File: src/rtl/core/stl_pkg.sv
// ----------------------------------------------------------------------------
// stl_pkg
// Shared types and constants of the source token lexer: lexer modes, token
// kinds, character codes, keyword patterns and the front-to-back queue entry.
// ----------------------------------------------------------------------------
package stl_pkg;

    typedef enum logic [1:0] {
        MODE_IDLE = 2'd0,
        MODE_NAME = 2'd1,
        MODE_NUM  = 2'd2,
        MODE_SKIP = 2'd3
    } t_mode;

    typedef enum logic [4:0] {
        KIND_LET       = 5'd0,
        KIND_FUNC      = 5'd1,
        KIND_PRINT     = 5'd2,
        KIND_IDENT     = 5'd3,
        KIND_NUMBER    = 5'd4,
        KIND_PLUS      = 5'd5,
        KIND_MINUS     = 5'd6,
        KIND_MULTIPLY  = 5'd7,
        KIND_DIVIDE    = 5'd8,
        KIND_ASSIGN    = 5'd9,
        KIND_SEMICOLON = 5'd10,
        KIND_LPAREN    = 5'd11,
        KIND_RPAREN    = 5'd12,
        KIND_LBRACE    = 5'd13,
        KIND_RBRACE    = 5'd14,
        KIND_COMMA     = 5'd15,
        KIND_END       = 5'd16,
        KIND_ERROR     = 5'd17
    } t_kind;

    localparam logic [7:0] CH_NUL    = 8'h00;
    localparam logic [7:0] CH_TAB    = 8'h09;
    localparam logic [7:0] CH_CR     = 8'h0D;
    localparam logic [7:0] CH_SPACE  = 8'h20;
    localparam logic [7:0] CH_PLUS   = 8'h2B;
    localparam logic [7:0] CH_MINUS  = 8'h2D;
    localparam logic [7:0] CH_STAR   = 8'h2A;
    localparam logic [7:0] CH_SLASH  = 8'h2F;
    localparam logic [7:0] CH_EQUAL  = 8'h3D;
    localparam logic [7:0] CH_SEMI   = 8'h3B;
    localparam logic [7:0] CH_LPAREN = 8'h28;
    localparam logic [7:0] CH_RPAREN = 8'h29;
    localparam logic [7:0] CH_LBRACE = 8'h7B;
    localparam logic [7:0] CH_RBRACE = 8'h7D;
    localparam logic [7:0] CH_COMMA  = 8'h2C;
    localparam logic [7:0] CH_UNDER  = 8'h5F;
    localparam logic [7:0] CH_ZERO   = 8'h30;
    localparam logic [7:0] CH_NINE   = 8'h39;
    localparam logic [7:0] CH_UP_A   = 8'h41;
    localparam logic [7:0] CH_UP_Z   = 8'h5A;
    localparam logic [7:0] CH_LO_A   = 8'h61;
    localparam logic [7:0] CH_LO_Z   = 8'h7A;

    // keywords packed first byte lowest
    localparam logic [63:0] KW_LET   = 64'h0000_0000_0074_656C;
    localparam logic [63:0] KW_FUNC  = 64'h0000_0000_636E_7566;
    localparam logic [63:0] KW_PRINT = 64'h0000_0074_6E69_7270;
    localparam logic [3:0]  LEN_LET   = 4'd3;
    localparam logic [3:0]  LEN_FUNC  = 4'd4;
    localparam logic [3:0]  LEN_PRINT = 4'd5;

    localparam logic [30:0] NUM_LIMIT = 31'h7FFF_FFFF;

    localparam int QDEPTH = 4;

    typedef struct packed {
        t_kind       kind;
        logic [63:0] text;
        logic [3:0]  len;
        logic        trunc;
        logic [30:0] num;
        logic        sat;
        logic [7:0]  bad;
    } t_tok;

    // one accepted byte: a held end token, up to two tokens and an end token
    typedef struct packed {
        logic owed;
        logic a_vld;
        logic a_last;
        t_tok a;
        logic b_vld;
        logic b_last;
        t_tok b;
        logic end_vld;
    } t_entry;

    typedef struct packed {
        logic   push;
        t_entry entry;
    } t_push;

endpackage

File: src/rtl/core/stl_src_if.sv
// ----------------------------------------------------------------------------
// stl_src_if
// Source byte channel: valid/ready handshake with one byte and its final flag.
// ----------------------------------------------------------------------------
interface stl_src_if;
    logic       valid;
    logic       ready;
    logic [7:0] char_byte;
    logic       final_byte;

    modport source  (output valid, output char_byte, output final_byte, input ready);
    modport sink    (input valid, input char_byte, input final_byte, output ready);
    modport monitor (input valid, input char_byte, input final_byte, input ready);
endinterface

File: src/rtl/core/stl_tok_if.sv
// ----------------------------------------------------------------------------
// stl_tok_if
// Token channel: valid/ready handshake with the fields of one token.
// ----------------------------------------------------------------------------
interface stl_tok_if;
    logic        valid;
    logic        ready;
    logic [4:0]  token_kind;
    logic [63:0] ident_text;
    logic [3:0]  ident_length;
    logic        ident_truncated;
    logic [30:0] number_value;
    logic        number_saturated;
    logic [7:0]  bad_byte;
    logic        run_last;

    modport source (
        output valid, output token_kind, output ident_text, output ident_length,
        output ident_truncated, output number_value, output number_saturated,
        output bad_byte, output run_last, input ready
    );
    modport sink (
        input valid, input token_kind, input ident_text, input ident_length,
        input ident_truncated, input number_value, input number_saturated,
        input bad_byte, input run_last, output ready
    );
    modport monitor (
        input valid, input token_kind, input ident_text, input ident_length,
        input ident_truncated, input number_value, input number_saturated,
        input bad_byte, input run_last, input ready
    );
endinterface

File: src/rtl/core/source_token_lexer_unit.sv
// ----------------------------------------------------------------------------
// source_token_lexer_unit
// Byte-stream tokenizer: identifiers with keyword check, saturating decimal
// numbers, punctuation, end and error tokens.
// ----------------------------------------------------------------------------
//  channel | dir | handshake      | payload
//  i_src   | in  | valid / ready  | char_byte, final_byte
//  o_tok   | out | valid / ready  | token_kind, ident_*, number_*, bad_byte,
//          |     |                | run_last
//
//  one byte is taken per cycle while the 4-entry queue has room
//  each accepted byte that yields tokens fills one queue entry; the back end
//  drains an entry at one token per cycle while the output is not stalled
//  first token of a byte goes through a queue entry, then the output register
//  synchronous active-low reset clears lexer mode, queue and output valid
//  a stalled output keeps its token; bytes keep flowing until the queue fills
// ----------------------------------------------------------------------------
module source_token_lexer_unit #(
    parameter int MAX_ID_BYTES = 8
) (
    input  logic      i_clk,
    input  logic      i_rst_n,
    stl_src_if.sink   i_src,
    stl_tok_if.source o_tok
);
    import stl_pkg::*;

    t_push  push;
    logic   q_full;
    logic   pop;
    logic   head_vld;
    t_entry head;

    stl_front #(
        .MAX_ID_BYTES (MAX_ID_BYTES)
    ) u_front (
        .i_clk    (i_clk),
        .i_rst_n  (i_rst_n),
        .i_src    (i_src),
        .i_q_full (q_full),
        .o_push   (push)
    );

    stl_queue u_queue (
        .i_clk      (i_clk),
        .i_rst_n    (i_rst_n),
        .i_push     (push),
        .o_full     (q_full),
        .i_pop      (pop),
        .o_head_vld (head_vld),
        .o_head     (head)
    );

    stl_back u_back (
        .i_clk      (i_clk),
        .i_rst_n    (i_rst_n),
        .i_head_vld (head_vld),
        .i_head     (head),
        .o_pop      (pop),
        .o_tok      (o_tok)
    );

endmodule

File: src/rtl/core/stl_front.sv
// ----------------------------------------------------------------------------
// stl_front
// Byte classifier and lexer state. Takes one byte per cycle while the queue is not
// full, updates the pending identifier or number, and pushes the tokens that byte causes.
// ----------------------------------------------------------------------------
module stl_front #(
    parameter int MAX_ID_BYTES = 8
) (
    input  logic          i_clk,
    input  logic          i_rst_n,
    stl_src_if.sink       i_src,
    input  logic          i_q_full,
    output stl_pkg::t_push o_push
);
    import stl_pkg::*;

    localparam int         BUF_W   = 8 * MAX_ID_BYTES;
    localparam int         IDX_W   = $clog2(MAX_ID_BYTES);
    localparam logic [3:0] MAX_CNT = 4'(MAX_ID_BYTES);

    t_mode            r_mode, n_mode;
    logic [BUF_W-1:0] r_buf, n_buf;
    logic [3:0]       r_cnt, n_cnt;
    logic             r_ovf, n_ovf;
    logic [30:0]      r_acc, n_acc;
    logic             r_dovf, n_dovf;
    logic             r_owed, n_owed;

    logic [7:0]       c;
    logic             fin, accept;
    logic             is_alpha, is_digit, is_space, is_punct, is_nul, is_err;
    logic             extend;
    t_kind            p_kind;
    logic [3:0]       d;

    logic [BUF_W-1:0] u_buf;
    logic [3:0]       u_cnt;
    logic             u_ovf;
    logic [34:0]      u_sum;
    logic             u_sat;
    logic [30:0]      u_acc;
    logic             u_dovf;

    logic             a_vld, b_vld, end_vld, three;
    t_tok             a_tok, b_tok;

    function automatic t_tok tok_of(input logic is_name, input logic [63:0] nbuf,
                                    input logic [3:0] ncnt, input logic novf,
                                    input logic [30:0] acc, input logic dovf);
        t_tok t;
        t = '0;
        if (is_name) begin
            if (!novf && ncnt == LEN_LET && nbuf == KW_LET) begin
                t.kind = KIND_LET;
            end else if (!novf && ncnt == LEN_FUNC && nbuf == KW_FUNC) begin
                t.kind = KIND_FUNC;
            end else if (!novf && ncnt == LEN_PRINT && nbuf == KW_PRINT) begin
                t.kind = KIND_PRINT;
            end else begin
                t.kind  = KIND_IDENT;
                t.text  = nbuf;
                t.len   = ncnt;
                t.trunc = novf;
            end
        end else begin
            t.kind = KIND_NUMBER;
            t.num  = acc;
            t.sat  = dovf;
        end
        return t;
    endfunction

    assign c      = i_src.char_byte;
    assign fin    = i_src.final_byte;
    assign accept = i_src.valid && i_src.ready;
    assign i_src.ready = !i_q_full;

    assign is_nul   = (c == CH_NUL);
    assign is_alpha = (c >= CH_UP_A && c <= CH_UP_Z) || (c >= CH_LO_A && c <= CH_LO_Z)
                      || (c == CH_UNDER);
    assign is_digit = (c >= CH_ZERO && c <= CH_NINE);
    assign is_space = (c == CH_SPACE) || (c >= CH_TAB && c <= CH_CR);
    assign d        = c[3:0];

    always_comb begin
        is_punct = 1'b1;
        unique case (c)
            CH_PLUS:   p_kind = KIND_PLUS;
            CH_MINUS:  p_kind = KIND_MINUS;
            CH_STAR:   p_kind = KIND_MULTIPLY;
            CH_SLASH:  p_kind = KIND_DIVIDE;
            CH_EQUAL:  p_kind = KIND_ASSIGN;
            CH_SEMI:   p_kind = KIND_SEMICOLON;
            CH_LPAREN: p_kind = KIND_LPAREN;
            CH_RPAREN: p_kind = KIND_RPAREN;
            CH_LBRACE: p_kind = KIND_LBRACE;
            CH_RBRACE: p_kind = KIND_RBRACE;
            CH_COMMA:  p_kind = KIND_COMMA;
            default: begin
                p_kind   = KIND_ERROR;
                is_punct = 1'b0;
            end
        endcase
    end

    assign extend = (r_mode == MODE_NAME && (is_alpha || is_digit))
                    || (r_mode == MODE_NUM && is_digit);
    assign is_err = (r_mode != MODE_SKIP) && !is_nul && !extend && !is_alpha && !is_digit
                    && !is_space && !is_punct;

    // pending name or number with this byte appended
    always_comb begin
        u_buf = r_buf;
        u_cnt = r_cnt;
        u_ovf = r_ovf;
        if (r_cnt < MAX_CNT) begin
            u_buf[8*r_cnt[IDX_W-1:0] +: 8] = c;
            u_cnt = r_cnt + 4'd1;
        end else begin
            u_ovf = 1'b1;
        end
        u_sum  = 35'({r_acc, 3'b000}) + 35'({r_acc, 1'b0}) + 35'(d);
        u_sat  = u_sum > 35'(NUM_LIMIT);
        u_acc  = u_sat ? NUM_LIMIT : u_sum[30:0];
        u_dovf = r_dovf || u_sat;
    end

    // next mode
    always_comb begin
        n_mode = r_mode;
        if (accept) begin
            unique case (r_mode)
                MODE_SKIP: begin
                    n_mode = (is_nul || fin) ? MODE_IDLE : MODE_SKIP;
                end
                MODE_IDLE, MODE_NAME, MODE_NUM: begin
                    if (is_nul || fin) begin
                        n_mode = MODE_IDLE;
                    end else if (extend) begin
                        n_mode = r_mode;
                    end else if (is_alpha) begin
                        n_mode = MODE_NAME;
                    end else if (is_digit) begin
                        n_mode = MODE_NUM;
                    end else if (is_err) begin
                        n_mode = MODE_SKIP;
                    end else begin
                        n_mode = MODE_IDLE;
                    end
                end
                default: n_mode = MODE_IDLE;
            endcase
        end
    end

    // tokens and pending data
    always_comb begin
        a_vld   = 1'b0;
        b_vld   = 1'b0;
        end_vld = 1'b0;
        b_tok   = '0;
        if (extend) begin
            a_tok = tok_of(r_mode == MODE_NAME, 64'(u_buf), u_cnt, u_ovf, u_acc, u_dovf);
        end else begin
            a_tok = tok_of(r_mode == MODE_NAME, 64'(r_buf), r_cnt, r_ovf, r_acc, r_dovf);
        end
        n_buf  = '0;
        n_cnt  = '0;
        n_ovf  = 1'b0;
        n_acc  = '0;
        n_dovf = 1'b0;

        if (r_mode != MODE_SKIP) begin
            if (is_nul) begin
                a_vld   = (r_mode != MODE_IDLE);
                end_vld = 1'b1;
            end else if (extend) begin
                a_vld   = fin;
                end_vld = fin;
                if (!fin) begin
                    n_buf  = u_buf;
                    n_cnt  = u_cnt;
                    n_ovf  = u_ovf;
                    n_acc  = u_acc;
                    n_dovf = u_dovf;
                end
            end else begin
                a_vld   = (r_mode != MODE_IDLE);
                end_vld = fin && !is_err;
                if (is_alpha) begin
                    b_vld      = fin;
                    b_tok.kind = KIND_IDENT;
                    b_tok.text = 64'(c);
                    b_tok.len  = 4'd1;
                    if (!fin) begin
                        n_buf[7:0] = c;
                        n_cnt      = 4'd1;
                    end
                end else if (is_digit) begin
                    b_vld      = fin;
                    b_tok.kind = KIND_NUMBER;
                    b_tok.num  = 31'(d);
                    if (!fin) begin
                        n_acc = 31'(d);
                    end
                end else if (is_punct) begin
                    b_vld      = 1'b1;
                    b_tok.kind = p_kind;
                end else if (is_err) begin
                    b_vld      = 1'b1;
                    b_tok.kind = KIND_ERROR;
                    b_tok.bad  = c;
                end
            end
        end
    end

    // a third token, counting a held end token, is the end token; it is held
    // for the next byte
    assign three  = end_vld && b_vld && (a_vld || r_owed);
    assign n_owed = three;

    always_comb begin
        o_push.push           = accept && (r_owed || a_vld || b_vld || end_vld);
        o_push.entry.owed     = r_owed;
        o_push.entry.a_vld    = a_vld;
        o_push.entry.a_last   = a_vld && !b_vld && !end_vld;
        o_push.entry.a        = a_tok;
        o_push.entry.b_vld    = b_vld;
        o_push.entry.b_last   = b_vld && !end_vld;
        o_push.entry.b        = b_tok;
        o_push.entry.end_vld  = end_vld && !three;
    end

    always_ff @(posedge i_clk) begin
        if (!i_rst_n) begin
            r_mode <= MODE_IDLE;
            r_buf  <= '0;
            r_cnt  <= '0;
            r_ovf  <= 1'b0;
            r_acc  <= '0;
            r_dovf <= 1'b0;
            r_owed <= 1'b0;
        end else begin
            r_mode <= n_mode;
            if (accept) begin
                r_buf  <= n_buf;
                r_cnt  <= n_cnt;
                r_ovf  <= n_ovf;
                r_acc  <= n_acc;
                r_dovf <= n_dovf;
                r_owed <= n_owed;
            end
        end
    end

endmodule

File: src/rtl/core/stl_queue.sv
// ----------------------------------------------------------------------------
// stl_queue
// Short entry queue between the byte front end and the token back end.
// ----------------------------------------------------------------------------
module stl_queue (
    input  logic            i_clk,
    input  logic            i_rst_n,
    input  stl_pkg::t_push  i_push,
    output logic            o_full,
    input  logic            i_pop,
    output logic            o_head_vld,
    output stl_pkg::t_entry o_head
);
    import stl_pkg::*;

    localparam int PW = $clog2(QDEPTH);

    t_entry        r_mem [QDEPTH];
    logic [PW-1:0] r_wr, r_rd;
    logic [PW:0]   r_cnt;
    logic          do_pop;

    assign o_full     = (r_cnt == (PW+1)'(QDEPTH));
    assign o_head_vld = (r_cnt != '0);
    assign o_head     = r_mem[r_rd];
    assign do_pop     = i_pop && o_head_vld;

    always_ff @(posedge i_clk) begin
        if (i_push.push) begin
            r_mem[r_wr] <= i_push.entry;
        end
    end

    always_ff @(posedge i_clk) begin
        if (!i_rst_n) begin
            r_wr  <= '0;
            r_rd  <= '0;
            r_cnt <= '0;
        end else begin
            if (i_push.push) begin
                r_wr <= r_wr + PW'(1);
            end
            if (do_pop) begin
                r_rd <= r_rd + PW'(1);
            end
            r_cnt <= r_cnt + (PW+1)'(i_push.push) - (PW+1)'(do_pop);
        end
    end

endmodule

File: src/rtl/core/stl_back.sv
// ----------------------------------------------------------------------------
// stl_back
// Token sequencer: walks the tokens of the head queue entry in order and
// loads them one per cycle, while the output is not stalled, into the output register.
// ----------------------------------------------------------------------------
module stl_back (
    input  logic            i_clk,
    input  logic            i_rst_n,
    input  logic            i_head_vld,
    input  stl_pkg::t_entry i_head,
    output logic            o_pop,
    stl_tok_if.source       o_tok
);
    import stl_pkg::*;

    // bit 0 held end, bit 1 token a, bit 2 token b, bit 3 end
    logic [3:0] r_done;
    logic [3:0] pend, sel, rest;
    logic       load, last_item;
    logic       r_out_valid;
    t_tok       r_out_tok;
    logic       r_out_last;
    t_tok       sel_tok;
    logic       sel_last;
    t_tok       end_tok;

    always_comb begin
        end_tok      = '0;
        end_tok.kind = KIND_END;
    end

    assign pend      = {i_head.end_vld, i_head.b_vld, i_head.a_vld, i_head.owed} & ~r_done;
    assign sel       = pend & (~pend + 4'd1);
    assign rest      = pend & ~sel;
    assign last_item = (rest == '0);
    assign load      = i_head_vld && (!r_out_valid || o_tok.ready);
    assign o_pop     = load && last_item;

    always_comb begin
        if (sel[1]) begin
            sel_tok  = i_head.a;
            sel_last = i_head.a_last;
        end else if (sel[2]) begin
            sel_tok  = i_head.b;
            sel_last = i_head.b_last;
        end else begin
            sel_tok  = end_tok;
            sel_last = 1'b1;
        end
    end

    always_ff @(posedge i_clk) begin
        if (load) begin
            r_out_tok  <= sel_tok;
            r_out_last <= sel_last;
        end
    end

    always_ff @(posedge i_clk) begin
        if (!i_rst_n) begin
            r_done      <= '0;
            r_out_valid <= 1'b0;
        end else begin
            if (load) begin
                r_done      <= last_item ? 4'b0000 : (r_done | sel);
                r_out_valid <= 1'b1;
            end else if (o_tok.ready) begin
                r_out_valid <= 1'b0;
            end
        end
    end

    assign o_tok.valid            = r_out_valid;
    assign o_tok.token_kind       = r_out_tok.kind;
    assign o_tok.ident_text       = r_out_tok.text;
    assign o_tok.ident_length     = r_out_tok.len;
    assign o_tok.ident_truncated  = r_out_tok.trunc;
    assign o_tok.number_value     = r_out_tok.num;
    assign o_tok.number_saturated = r_out_tok.sat;
    assign o_tok.bad_byte         = r_out_tok.bad;
    assign o_tok.run_last         = r_out_last;

endmodule

File: src/flat_wrapper.sv
// flat-port wrapper written by rule: the top's interface ports become plain ports
module source_token_lexer_unit_flat import stl_pkg::*;
#(
    parameter int MAX_ID_BYTES = 8
)
  (i_clk, i_rst_n, i_src_valid, i_src_char_byte, i_src_final_byte, i_src_ready, o_tok_valid, o_tok_token_kind, o_tok_ident_text, o_tok_ident_length, o_tok_ident_truncated, o_tok_number_value, o_tok_number_saturated, o_tok_bad_byte, o_tok_run_last, o_tok_ready);
  stl_src_if i_src_i ();
  stl_tok_if o_tok_i ();
  input  logic i_clk;
  input  logic i_rst_n;
  input wire logic [$bits(i_src_i.valid)-1:0] i_src_valid;
  input wire logic [$bits(i_src_i.char_byte)-1:0] i_src_char_byte;
  input wire logic [$bits(i_src_i.final_byte)-1:0] i_src_final_byte;
  output wire logic [$bits(i_src_i.ready)-1:0] i_src_ready;
  output wire logic [$bits(o_tok_i.valid)-1:0] o_tok_valid;
  output wire logic [$bits(o_tok_i.token_kind)-1:0] o_tok_token_kind;
  output wire logic [$bits(o_tok_i.ident_text)-1:0] o_tok_ident_text;
  output wire logic [$bits(o_tok_i.ident_length)-1:0] o_tok_ident_length;
  output wire logic [$bits(o_tok_i.ident_truncated)-1:0] o_tok_ident_truncated;
  output wire logic [$bits(o_tok_i.number_value)-1:0] o_tok_number_value;
  output wire logic [$bits(o_tok_i.number_saturated)-1:0] o_tok_number_saturated;
  output wire logic [$bits(o_tok_i.bad_byte)-1:0] o_tok_bad_byte;
  output wire logic [$bits(o_tok_i.run_last)-1:0] o_tok_run_last;
  input wire logic [$bits(o_tok_i.ready)-1:0] o_tok_ready;
  assign i_src_i.valid = i_src_valid;
  assign i_src_i.char_byte = i_src_char_byte;
  assign i_src_i.final_byte = i_src_final_byte;
  assign i_src_ready = i_src_i.ready;
  assign o_tok_valid = o_tok_i.valid;
  assign o_tok_token_kind = o_tok_i.token_kind;
  assign o_tok_ident_text = o_tok_i.ident_text;
  assign o_tok_ident_length = o_tok_i.ident_length;
  assign o_tok_ident_truncated = o_tok_i.ident_truncated;
  assign o_tok_number_value = o_tok_i.number_value;
  assign o_tok_number_saturated = o_tok_i.number_saturated;
  assign o_tok_bad_byte = o_tok_i.bad_byte;
  assign o_tok_run_last = o_tok_i.run_last;
  assign o_tok_i.ready = o_tok_ready;
  source_token_lexer_unit #(.MAX_ID_BYTES(MAX_ID_BYTES)) u_core (.i_clk(i_clk), .i_rst_n(i_rst_n), .i_src(i_src_i), .o_tok(o_tok_i));
endmodule
File: config.mk
export PLATFORM = sky130hd
export DESIGN_NAME = source_token_lexer_unit_flat
export DESIGN_NICKNAME = d
export VERILOG_FILES = /design/src/rtl/core/stl_pkg.sv /design/src/rtl/core/stl_src_if.sv /design/src/rtl/core/stl_tok_if.sv /design/src/rtl/core/source_token_lexer_unit.sv /design/src/rtl/core/stl_front.sv /design/src/rtl/core/stl_queue.sv /design/src/rtl/core/stl_back.sv /design/src/flat_wrapper.sv
export SDC_FILE = /design/constraint.sdc
export NUM_CORES = 1
export LEC_CHECK = 0
export ABC_CLOCK_PERIOD_IN_PS = 8800
export BUFFER_PORTS_ARGS = -buffer_cell sky130_fd_sc_hd__buf_2
export CORE_ASPECT_RATIO = 0.8
export CORE_MARGIN = 2
export CORE_UTILIZATION = 40
export DETAILED_ROUTE_END_ITERATION = 8
export GPL_TIMING_DRIVEN = 0
export SLEW_MARGIN = 20
export SYNTH_ARGS = -nofsm -noshare
export SYNTH_HDL_FRONTEND = slang
export SYNTH_SLANG_ARGS = --single-unit
File: constraint.sdc
create_clock -name i_clk -period 8.8 [get_ports i_clk]
set_clock_uncertainty 0.1 [all_clocks]
set_input_delay 1.32 -clock i_clk [delete_from_list [all_inputs] [get_ports i_clk]]
set_output_delay 1.32 -clock i_clk [all_outputs]
set_load 0.01 [all_outputs]
**Word level (Yosys, flattened, before mapping)**

Memories as Yosys holds them, arrays and structs flattened. A register that Yosys moved wholly into a read port is not among the register bits.
Index checks and enable logic that the tools add are counted.

- Muxes and demuxes: 105
- Add/subtract/negate cells: 9
- Eq/ne operators: 31
- $lt $le $gt $ge: 10
- Reduce and logical (&&, ||, !) cells: 70
- Bitwise logic cells: 7
- Shifts and indexed selects: 2

Operator list:

| kind | number |
|---|---|
| 69-bit two-way mux | 8 |
| 114-bit two-way mux | 3 |
| 64-bit two-way mux | 4 |
| 73-bit two-way mux | 3 |
| 31-bit two-way mux | 5 |
| 64-bit by 23-bit equality test with 1-bit output (second input constant) | 2 |
| 64-bit by 31-bit equality test with 1-bit output (second input constant) | 2 |
| 64-bit by 39-bit equality test with 1-bit output (second input constant) | 2 |
| 8-bit by 6-bit equality test with 1-bit output (second input constant) | 10 |
| 8-bit two-way mux | 10 |
| 64-bit bitwise mux | 1 |
| 32-bit two-way mux | 2 |
| 8-bit by 34-bit variable shift with 64-bit output (first input constant) | 1 |
| 8-bit by 34-bit indexed part select with 64-bit output | 1 |
| 4-bit two-way mux | 14 |
| 56-bit two-way mux | 1 |
| 5-bit one-hot mux with 11 select lines | 1 |
| 1-bit logical AND | 36 |
| 34-bit by 32-bit adder with 35-bit output | 1 |
| 35-bit by 4-bit adder with 35-bit output | 1 |
| 35-bit by 31-bit greater-than comparator with 1-bit output (second input constant) | 1 |
| 6-bit negator with 34-bit output | 1 |
| 1-bit two-way mux | 33 |
| 5-bit two-way mux | 6 |
| other kinds (35) | 85 |

- RAM bits: 820
- Memories: 1
- Output and inout port bits: 117
- Logic and storage cells: 255
- Register bits after elaboration: 231

Memories:

| memory | words | width | rd ports | clocked after Yosys merged registers in | write ports | line | RTL |
|---|---|---|---|---|---|---|---|
| u_core.u_queue.r_mem | 4 | 205 | 1 | 1 | 1 | stl_queue.sv:18 | `t_entry r_mem [QDEPTH];` |

**Logic depth before layout (Yosys ltp)**

Gate-level depths: netlist of run 1.

- Depth after elaboration: 25
- Depth in mapped cells: 17
- Mapped depth without buffers: 14

**Cells and area by module**

Synthesis of run 1 repeated with hierarchy kept, for this count alone.

- Cells, all modules: 3,077
- Area, all modules: 49,685.2 um2

Modules (own cells, without submodules):

| module | instances | cells each | area an instance (um2) |
|---|---|---|---|
| stl_queue | 1 | 1,267 | 34,222.8 |
| stl_front | 1 | 1,523 | 10,540.1 |
| stl_back | 1 | 287 | 4,922.2 |

**Worst setup path after synthesis of run 1**

No wires, ideal clock.

- Kind: input-to-reg
- Start: input port o_tok_ready
- End: register u_core.u_queue.r_cnt[2]
- Stages: 9
- Path buffers: 0
- Setup slack: -0.162 ns
- Library setup time: 0.115 ns
- Arrival: 8.747 ns
- Data required time: 8.585 ns
- Cells stage by stage: inv_1 -> a21oi_1 -> a21boi_0 -> ha_1 -> inv_1 -> ha_1 -> fa_1 -> xnor2_1 -> and2_1

- Cells in the longest elaborated chain, start to end: 5

Ends and longest elaborated chain:

| element | line | RTL |
|---|---|---|
| from (decl) | flat_wrapper.sv:24 | `input wire logic [$bits(o_tok_i.ready)-1:0] o_tok_ready;` |
| 1-bit logical OR | stl_back.sv:36 | `assign load = i_head_vld && (!r_out_valid \|\| o_tok.ready);` |
| 1-bit logical AND | stl_back.sv:36 |  |
| named net u_core.u_back.load | stl_back.sv:19 | `logic load, last_item;` |
| 1-bit logical AND | stl_back.sv:37 | `assign o_pop = load && last_item;` |
| 1-bit logical AND | stl_queue.sv:26 | `assign do_pop = i_pop && o_head_vld;` |
| named net u_core.u_queue.do_pop | stl_queue.sv:21 | `logic do_pop;` |
| 3-bit by 1-bit subtractor with 3-bit output | stl_queue.sv:46 | `r_cnt <= r_cnt + (PW+1)'(i_push.push) - (PW+1)'(do_pop);` |
| to (signal assigned) | stl_queue.sv:46 |  |
| to (decl) | stl_queue.sv:20 | `logic [PW:0] r_cnt;` |

The timed path passes the listed nets, and every way through them passes these cells.
A chain may end at the register's enable or synchronous reset.

==> metrics.md, run 1 <==
| Metric | Value |
|---|---|
| Status | `completed` |
| Total number of vias | `approximately 22k` |
| Num CTS Buffers | `81` |
| Post-CTS setup buffers | `0` |
| Layout area overhead | `15.3%` |
| Max-slew violations | `0` |
| Placed cells | `3656` |
| Clk pin slew, worst setup/hold paths | `60 ps` |
| Mux contribution to synthesized area | `0.0944` |
| Mean post-synth cell area | `14.3 sq um` |
| Leak | `between 10 and 15 nW` |
| Worst vdd ir | `0.000144 V` |
| Die Wd | `about 330 um` |
| Max-cap violations | `0` |
| Vias in the first global route | `between 20k and 25k` |
| Final min period | `6300 ps` |
| Routed Antenna Nets | `0` |
| Nets@finish | `roughly 2.7k` |
| Total Routing Usage GR | `0.221` |
| Clk Tree Root Cell | `clkbuf_16` |
| Async SR Flop Fraction | `0` |
| Post-synth EDFFs | `approximately 660` |
| Mapped cell area | `34100 sq um` |
| Xor/xnor share of the synthesized area | `0.00924` |
| Reg2Reg Depth | `15` |
| Crit Path Class | `input port to flip-flop` |
| Io pins | `130` |
| Die area | `just under 90000 sq um` |
| Share of post-route cells with drive strength above 1 | `0.172` |
| Final Hold Viols | `0` |
| Highest clock rate | `0.159 GHz` |
| Initial DRC Count | `2326` |
| Met1 Usage GRT | `0.332` |
| Hold Slack | `360 ps` |
| Clock Sinks | `just under 800` |
| Initial antenna violation count | `5` |
| Most instantiated cells after synthesis | `edfxtp_1, nand2_1, mux4_2` |
| Worst min path class | `flip-flop to flip-flop` |
| GR Util met2 | `0.328` |
| Synth Flop Type | `edfxtp_1` |
| Max_slew headroom | `0.125` |
| Initial Utilization | `0.405` |
| Cell Count, Final, Fillers Out | `3809` |
| Top-area cell type share of the netlist area | `0.580` |
| RSZ-0062 raised after global routing | `false` |
| Main combinational cell family by area after synthesis | `simple AND/OR/NAND/NOR gates` |
| Die height | `~270 um` |
| Reg2Reg Capture Point | `u_core.u_queue.r_mem[2][131]` |
| P_sw | `roughly 2.9 mW` |
| Synth Warn # | `0` |
| Final Cycle Share | `0.716` |
| Min-delay src | `u_core.u_front.r_dovf` |
| Reg2Reg Setup Slack | `about 2700 ps` |
| Hold Path Sink | `u_core.u_front.r_dovf` |
| CTS-repair resized insts | `0` |
| Register area share after synthesis | `0.649` |
| Routed length per instance | `~25 um` |
| Sw frac | `0.275` |
| Clk network pwr share | `0.334` |
| Wirelength, routed | `97000 um` |
| Overflow after GRT | `0` |
| Critical path fanouts, max | `10` |
| Worst-Skew Late Latency | `approximately 650 ps` |
| Actual slew at the worst max-slew pin | `1300 ps` |
| Flop and latch count out of synthesis | `777` |
| Clock buffer depth | `3` |
| Input/output buffers | `128` |
| Power Density | `265 nW/um^2` |
| Pin count of the biggest net entering global routing | `45` |
| Detailed Place HPWL | `68000 um` |
| Top-count cell post-synth | `edfxtp_1` |
| Flop pwr share | `0.463` |
| Hold-fix buffers, CTS | `0` |
| First-pass GRT wire length | `143000 um` |
| Via/cell ratio | `5.80` |
| Synth top area cells | `edfxtp_1, mux4_2, dfxtp_1` |
| CP Capture Type | `flip-flop` |
| Worst hold path cell count | `2` |
| Unique masters post-synth | `88` |
| Fraction of the mapped netlist area in compound gates | `0.0939` |
| Placer Congestion | `about 0.95` |
| Most used routing layer | `met1` |
| Site row count | `95` |
| Post-Synth Simple-Gate Area | `0.104` |
| CP Data Required Time | `8990 ps` |
| TritonRoute pass-1 iters | `8` |
| Post-Synth Adder-Cell Area | `0.0281` |
| R2R Path Start | `u_core.u_front.r_cnt[0]` |
| Filler cells | `7406` |
| Setup Total Neg Slack | `0 ps` |
| Startpoint type of the worst setup path | `input port` |
| Final Total Pwr | `10.4 mW` |
| # DRC | `0` |
| Met3 Usage GRT | `0.0378` |
| Int Pwr | `7.56 mW` |
| Final setup vio count | `0` |
| Mapped Cells | `between 2k and 2.5k` |
| Worst path arrival time | `~6500 ps` |
| Area leader, netlist | `edfxtp_1` |
| Area of the core | `~84000 sq um` |
| H-tree levels | `3` |
| Gate power share | `0.203` |
| CTS tree | `done` |
[logic make-up after synthesis]
group | Yosys count
and+or+nand+nor | 670
xor gates and xnor gates | 36
buffers and inverters | 190
AOI/OAI and AO/OA | 490
muxes | 154
adders and majority gates | 75
DFF | 777
other | 1
[routing by layer]
| metal | routed length [um] | part of all wire |
|---|---|---|
| met1 | 44600 | 0.46 |
| met5 | 29 | 0.00030 |
| met3 | 7010 | 0.072 |
| met4 | 2620 | 0.027 |
| met2 | 42800 | 0.44 |
[worst max path at each step]
stage | slack, ps | to | from
finish | 2500 | u_core.u_queue.r_mem[3][100] | i_src_char_byte[3]
detailed placement | 2040 | u_core.u_queue.r_mem[3][100] | i_src_char_byte[3]
CTS | 2720 | u_core.u_queue.r_mem[3][100] | i_src_char_byte[3]
global placement | -2240 | u_core.u_queue.r_mem[0][150] | i_src_char_byte[1]
global route | 2410 | u_core.u_queue.r_mem[3][100] | i_src_char_byte[3]
floorplan | 1700 | u_core.u_queue.r_mem[0][0] | i_src_char_byte[7]
[layout make-up]
type / count / area [sq um] / share of cell area
repair buffers: 145 / 1060 / 0.0270
plain buffers: 149 / 601 / 0.0153
inverters: 41 / 154 / 0.00391
well taps: 1115 / 1400 / 0.0354
flip-flops and latches: 777 / 22200 / 0.563
clock inverters: 48 / 523 / 0.0133
multi-input cells: 1429 / 11300 / 0.287
diodes: 2 / 5.00 / 0.000127
clock buffers: 103 / 2200 / 0.0559
[through the flow]
step / area, sq um / worst slack, ps / util
after floorplan: 34200 / 1700 / -
after global placement: 36200 / -2240 / 0.429
after detailed placement: 36600 / 2040 / 0.435
after CTS: 39400 / 2720 / 0.467
after global routing: 39400 / 2410 / 0.467
final: 39400 / 2500 / 0.467
[worst max-delay path, cell delays in order]
cell and delay, ps:
buf_2 160, clkinv_1 490, fa_1 720, inv_1 70
fa_1 480, a211oi_1 300, o211ai_1 220, a31oi_1 230
o21ai_0 330, a31oi_1 290, xnor2_1 110, a211o_1 280
nor2_1 500, clkbuf_1 620, a21oi_1 370
[power groups by stage]
stage / Clock [mW] / Sequential, mW / Combinational (mW)
floorplan: 0 / 5.12 / 1.05
global placement: 0 / 5.02 / 2.01
detailed placement: 0 / 4.91 / 2.17
CTS: 3.54 / 4.84 / 2.18
global route: 3.69 / 4.88 / 2.31
finish: 3.48 / 4.83 / 2.12
[cells in the final DEF, fill, tap and decap left out, types with 11 or more instances in the layout]
cell type / netlist / layout
a21oi_1: 121 / 120
buf_2: 16 / 144
mux4_2: 134 / 134
ha_1: 71 / 71
xor2_1: 15 / 15
dfxtp_1: 118 / 118
mux2i_1: 15 / 15
clkbuf_16: 0 / 82
nor3_1: 33 / 33
nand3_1: 29 / 29
nor4_1: 14 / 14
xnor2_1: 21 / 21
buf_16: 0 / 11
nor2b_1: 86 / 86
nand2_1: 161 / 161
and2_1: 115 / 111
nor2_1: 121 / 121
clkinv_1: 3 / 11
a31oi_1: 40 / 40
o21ai_0: 93 / 93
and3_1: 19 / 19
nand2b_1: 14 / 14
a22o_1: 25 / 25
nand4_1: 20 / 20
o211ai_1: 37 / 37
edfxtp_1: 659 / 659
a21o_1: 17 / 17
clkinv_2: 0 / 14
inv_1: 38 / 38
a22oi_1: 67 / 67
clkbuf_1: 121 / 131
[sequential cells by signal, summed over array words and instances, names as in the netlist, 3 cells and up, named ones only]
register and cells:
u_core.u_queue.r_cnt 3, u_core.u_back.o_tok.bad_byte 8, u_core.u_back.o_tok.number_value 31, u_core.u_front.r_acc 31, u_core.u_front.r_buf 64, u_core.u_back.o_tok.token_kind 5, u_core.u_front.r_cnt 4, u_core.u_back.o_tok.ident_text 64
u_core.u_back.r_done 4, u_core.u_queue.r_mem 544, u_core.u_back.o_tok.ident_length 4
Power figures use the tool's default switching activity.
==> run 2, diff against run 1 <==
--- a/config.mk
+++ b/config.mk
@@ -5,7 +5,7 @@
 export SDC_FILE = /design/constraint.sdc
 export NUM_CORES = 1
 export LEC_CHECK = 0
-export ABC_CLOCK_PERIOD_IN_PS = 8800
+export ABC_CLOCK_PERIOD_IN_PS = 6200
 export BUFFER_PORTS_ARGS = -buffer_cell sky130_fd_sc_hd__buf_2
 export CORE_ASPECT_RATIO = 0.8
 export CORE_MARGIN = 2
==> constraint.sdc (replaced) <==
create_clock -name i_clk -period 6.2 [get_ports i_clk]
set_clock_uncertainty 0.1 [all_clocks]
set_input_delay 0.93 -clock i_clk [delete_from_list [all_inputs] [get_ports i_clk]]
set_output_delay 0.93 -clock i_clk [all_outputs]
set_load 0.01 [all_outputs]
==> run 2 against run 1 <==
Critical path depth unchanged; non-clock buffer count unchanged; wire length up 0.34%; final cell count about the same; combinational power up 42%; clock power up 41%; global-route usage up 0.19 points; utilization about the same; power up 42%; largest cell class unchanged.
==> metrics.md, run 2 (same netlist as run 1, synthesis figures left out) <==
| Metric | Value |
|---|---|
| Status | `completed` |
| CP max stage delay | `640 ps` |
| Overflow after GRT | `0` |
| Hold Slack | `around 360 ps` |
| Reg2Reg Capture Point | `u_core.u_queue.r_mem[3][131]` |
| Reg2Reg Depth | `15` |
| Power Density | `375 nW/um^2` |
| Commonest cells after routing, fill and taps aside | `edfxtp_1, nand2_1, buf_2` |
| Die height | `265 um` |
| Worst path arrival time | `6220 ps` |
| R2R Path Start | `u_core.u_front.r_cnt[0]` |
| CP Data Required Time | `about 6400 ps` |
| Max-slew violations | `0` |
| Total number of vias | `between 20k and 25k` |
| Final setup vio count | `0` |
| CP delay by family, top | `compound AO/OA/AOI/OAI gates` |
| Final min period | `~6000 ps` |
| Placed cell area | `around 37000 sq um` |
| Share of post-route cells with drive strength above 1 | `0.171` |
| Final Cycle Share | `0.965` |
| Most common cell after layout, fill and taps aside | `edfxtp_1` |
| H-tree levels | `3` |
| Buf/Inv on CP | `5` |
| Final instance area | `between 30000 and 40000 sq um` |
| Leak | `~13 nW` |
| Clk pin slew, worst setup/hold paths | `roughly 70 ps` |
| Routed length per instance | `25.6 um` |
| Routed Antenna Nets | `0` |
| Worst-path cell chain | `buf_6 -> clkbuf_2 -> inv_1 -> ha_1 -> ha_1 -> buf_2 -> nor2_2 -> or4b_1 -> a2111oi_0 -> nand2_1 -> o41a_1 -> buf_2 -> a21oi_1 -> a2bb2oi_1 -> nor2_1` |
| CP Capture Type | `flip-flop` |
| Startpoint type of the worst setup path | `flip-flop` |
| First-pass GRT wire length | `144000 um` |
| Highest clock rate | `0.167 GHz` |
| TritonRoute pass-1 iters | `6` |
| CTS tree | `done` |
| Clock buffer depth | `3` |
| Initial Utilization | `0.405` |
| Actual slew at the worst max-slew pin | `1190 ps` |
| RSZ-0062 raised after global routing | `false` |
| Clk Tree Root Cell | `clkbuf_16` |
| Hold Path Sink | `u_core.u_front.r_dovf` |
| Critical path fanouts, max | `10` |
| Nets@finish | `2712` |
| Min-delay src | `u_core.u_front.r_dovf` |
| Area of the core | `84300 sq um` |
| Die area | `87700 sq um` |
| Detailed Place HPWL | `slightly below 70000 um` |
| Clock Sinks | `777` |
| Slowest cell on crit path | `or4b_1` |
| Vias in the first global route | `21.8k` |
| # DRC | `0` |
| Die Wd | `approximately 330 um` |
| Max_slew headroom | `0.204` |
| Initial DRC Count | `roughly 2.5k` |
| Max-cap violations | `0` |
| Crit Path Class | `flip-flop to flip-flop` |
| Placer Congestion | `0.956` |
| Final Total Pwr | `14.8 mW` |
| Input/output buffers | `128` |
| Io pins | `130` |
| Via/cell ratio | `5.78` |
| Worst slack, placed | `-176 ps` |
| Num CTS Buffers | `between 80 and 90` |
| Wirelength, routed | `97400 um` |
| Max reg flops | `544` |
| Site row count | `95` |
| Reg2Reg Setup Slack | `220 ps` |
| Total Routing Usage GR | `0.223` |
| Biggest register | `u_core.u_queue.r_mem` |
| Layout area overhead | `15.4%` |
| Worst-Skew Late Latency | `between 600 and 700 ps` |
| Worst vdd ir | `roughly 0.00027 V` |
| Pin count of the biggest net entering global routing | `between 40 and 50` |
| Final Hold Viols | `0` |
| Worst hold path cell count | `2` |
| Initial antenna violation count | `11` |
| Worst min path class | `flip-flop to flip-flop` |
| Worst Slack Setup Final | `roughly 220 ps` |
run 2: changes by cell type in the layout (fill, tap and decap cells not counted), sizes merged:
cell,previous run,this run
clkbuf,225,231
clkinv,32,26
clkinvlp,9,3
diode,2,6
inv,40,45
buf,172,173
bufinv,8,6
run 2: how the worst max path moves through the flow:
| stage | start | to | slack, ps | cells past startpoint |
|---|---|---|---|---|
| after CTS | u_core.u_front.r_cnt[0] | u_core.u_queue.r_mem[3][136] | 70 | 15 |
| after global placement | o_tok_ready | u_core.u_queue.r_cnt[2] | -1660 | 10 |
| after global routing | i_src_char_byte[3] | u_core.u_queue.r_mem[0][100] | 90 | 15 |
| after floorplan | o_tok_ready | u_core.u_queue.r_cnt[2] | 260 | 9 |
| after detailed placement | i_src_char_byte[3] | u_core.u_queue.r_mem[3][100] | -180 | 15 |
| final | u_core.u_front.r_cnt[0] | u_core.u_queue.r_mem[3][131] | 220 | 15 |
run 2: repair_timing:
item,4_1_cts,5_1_grt
gates resized for setup,0,2
hold buffers,0,0
endpoints found under the setup margin,0,44
buffers inserted,0,0
run 2: tightest hold or removal path: stages, from the launching register on:
cell,delay [ps]
dfxtp_1,310
nand3_1,60
nand2_1,50
run 2: power by group:
group          leakage, nW  internal (mW)  switching [mW]
clock                 1.32           2.87            2.04
combinational         4.68           1.19            1.83
sequential            7.11           6.67           0.177
run 2: per-layer routing:
layer / share of wire / routed length (um) / vias to the layer above / track usage
met5: 0.00034 / 33 / - / 0
met4: 0.024 / 2370 / 6 / 0.0605
met3: 0.077 / 7470 / 148 / 0.0424
met2: 0.44 / 42700 / 841 / 0.332
met1: 0.46 / 44800 / 11293 / 0.334
li1: - / - / 9753 / -
run 2: final cells by class:
type | instances | area, sq um
plain buffers | 149 | 603
well taps | 1115 | 1400
inverters | 41 | 154
flip-flops and latches | 777 | 22200
clock inverters | 39 | 415
diodes | 6 | 15.0
fillers | 7336 | 44900
clock buffers | 110 | 2290
repair buffers | 145 | 1070
multi-input cells | 1429 | 11300
run 2: per-stage QoR:
step,utilization,setup TNS (ps),cells
finish,0.467,0,3811
global route,0.467,0,3805
CTS,0.467,0,3805
detailed placement,0.435,-5620,3656
global placement,0.429,-808470,3639
floorplan,-,0,2396
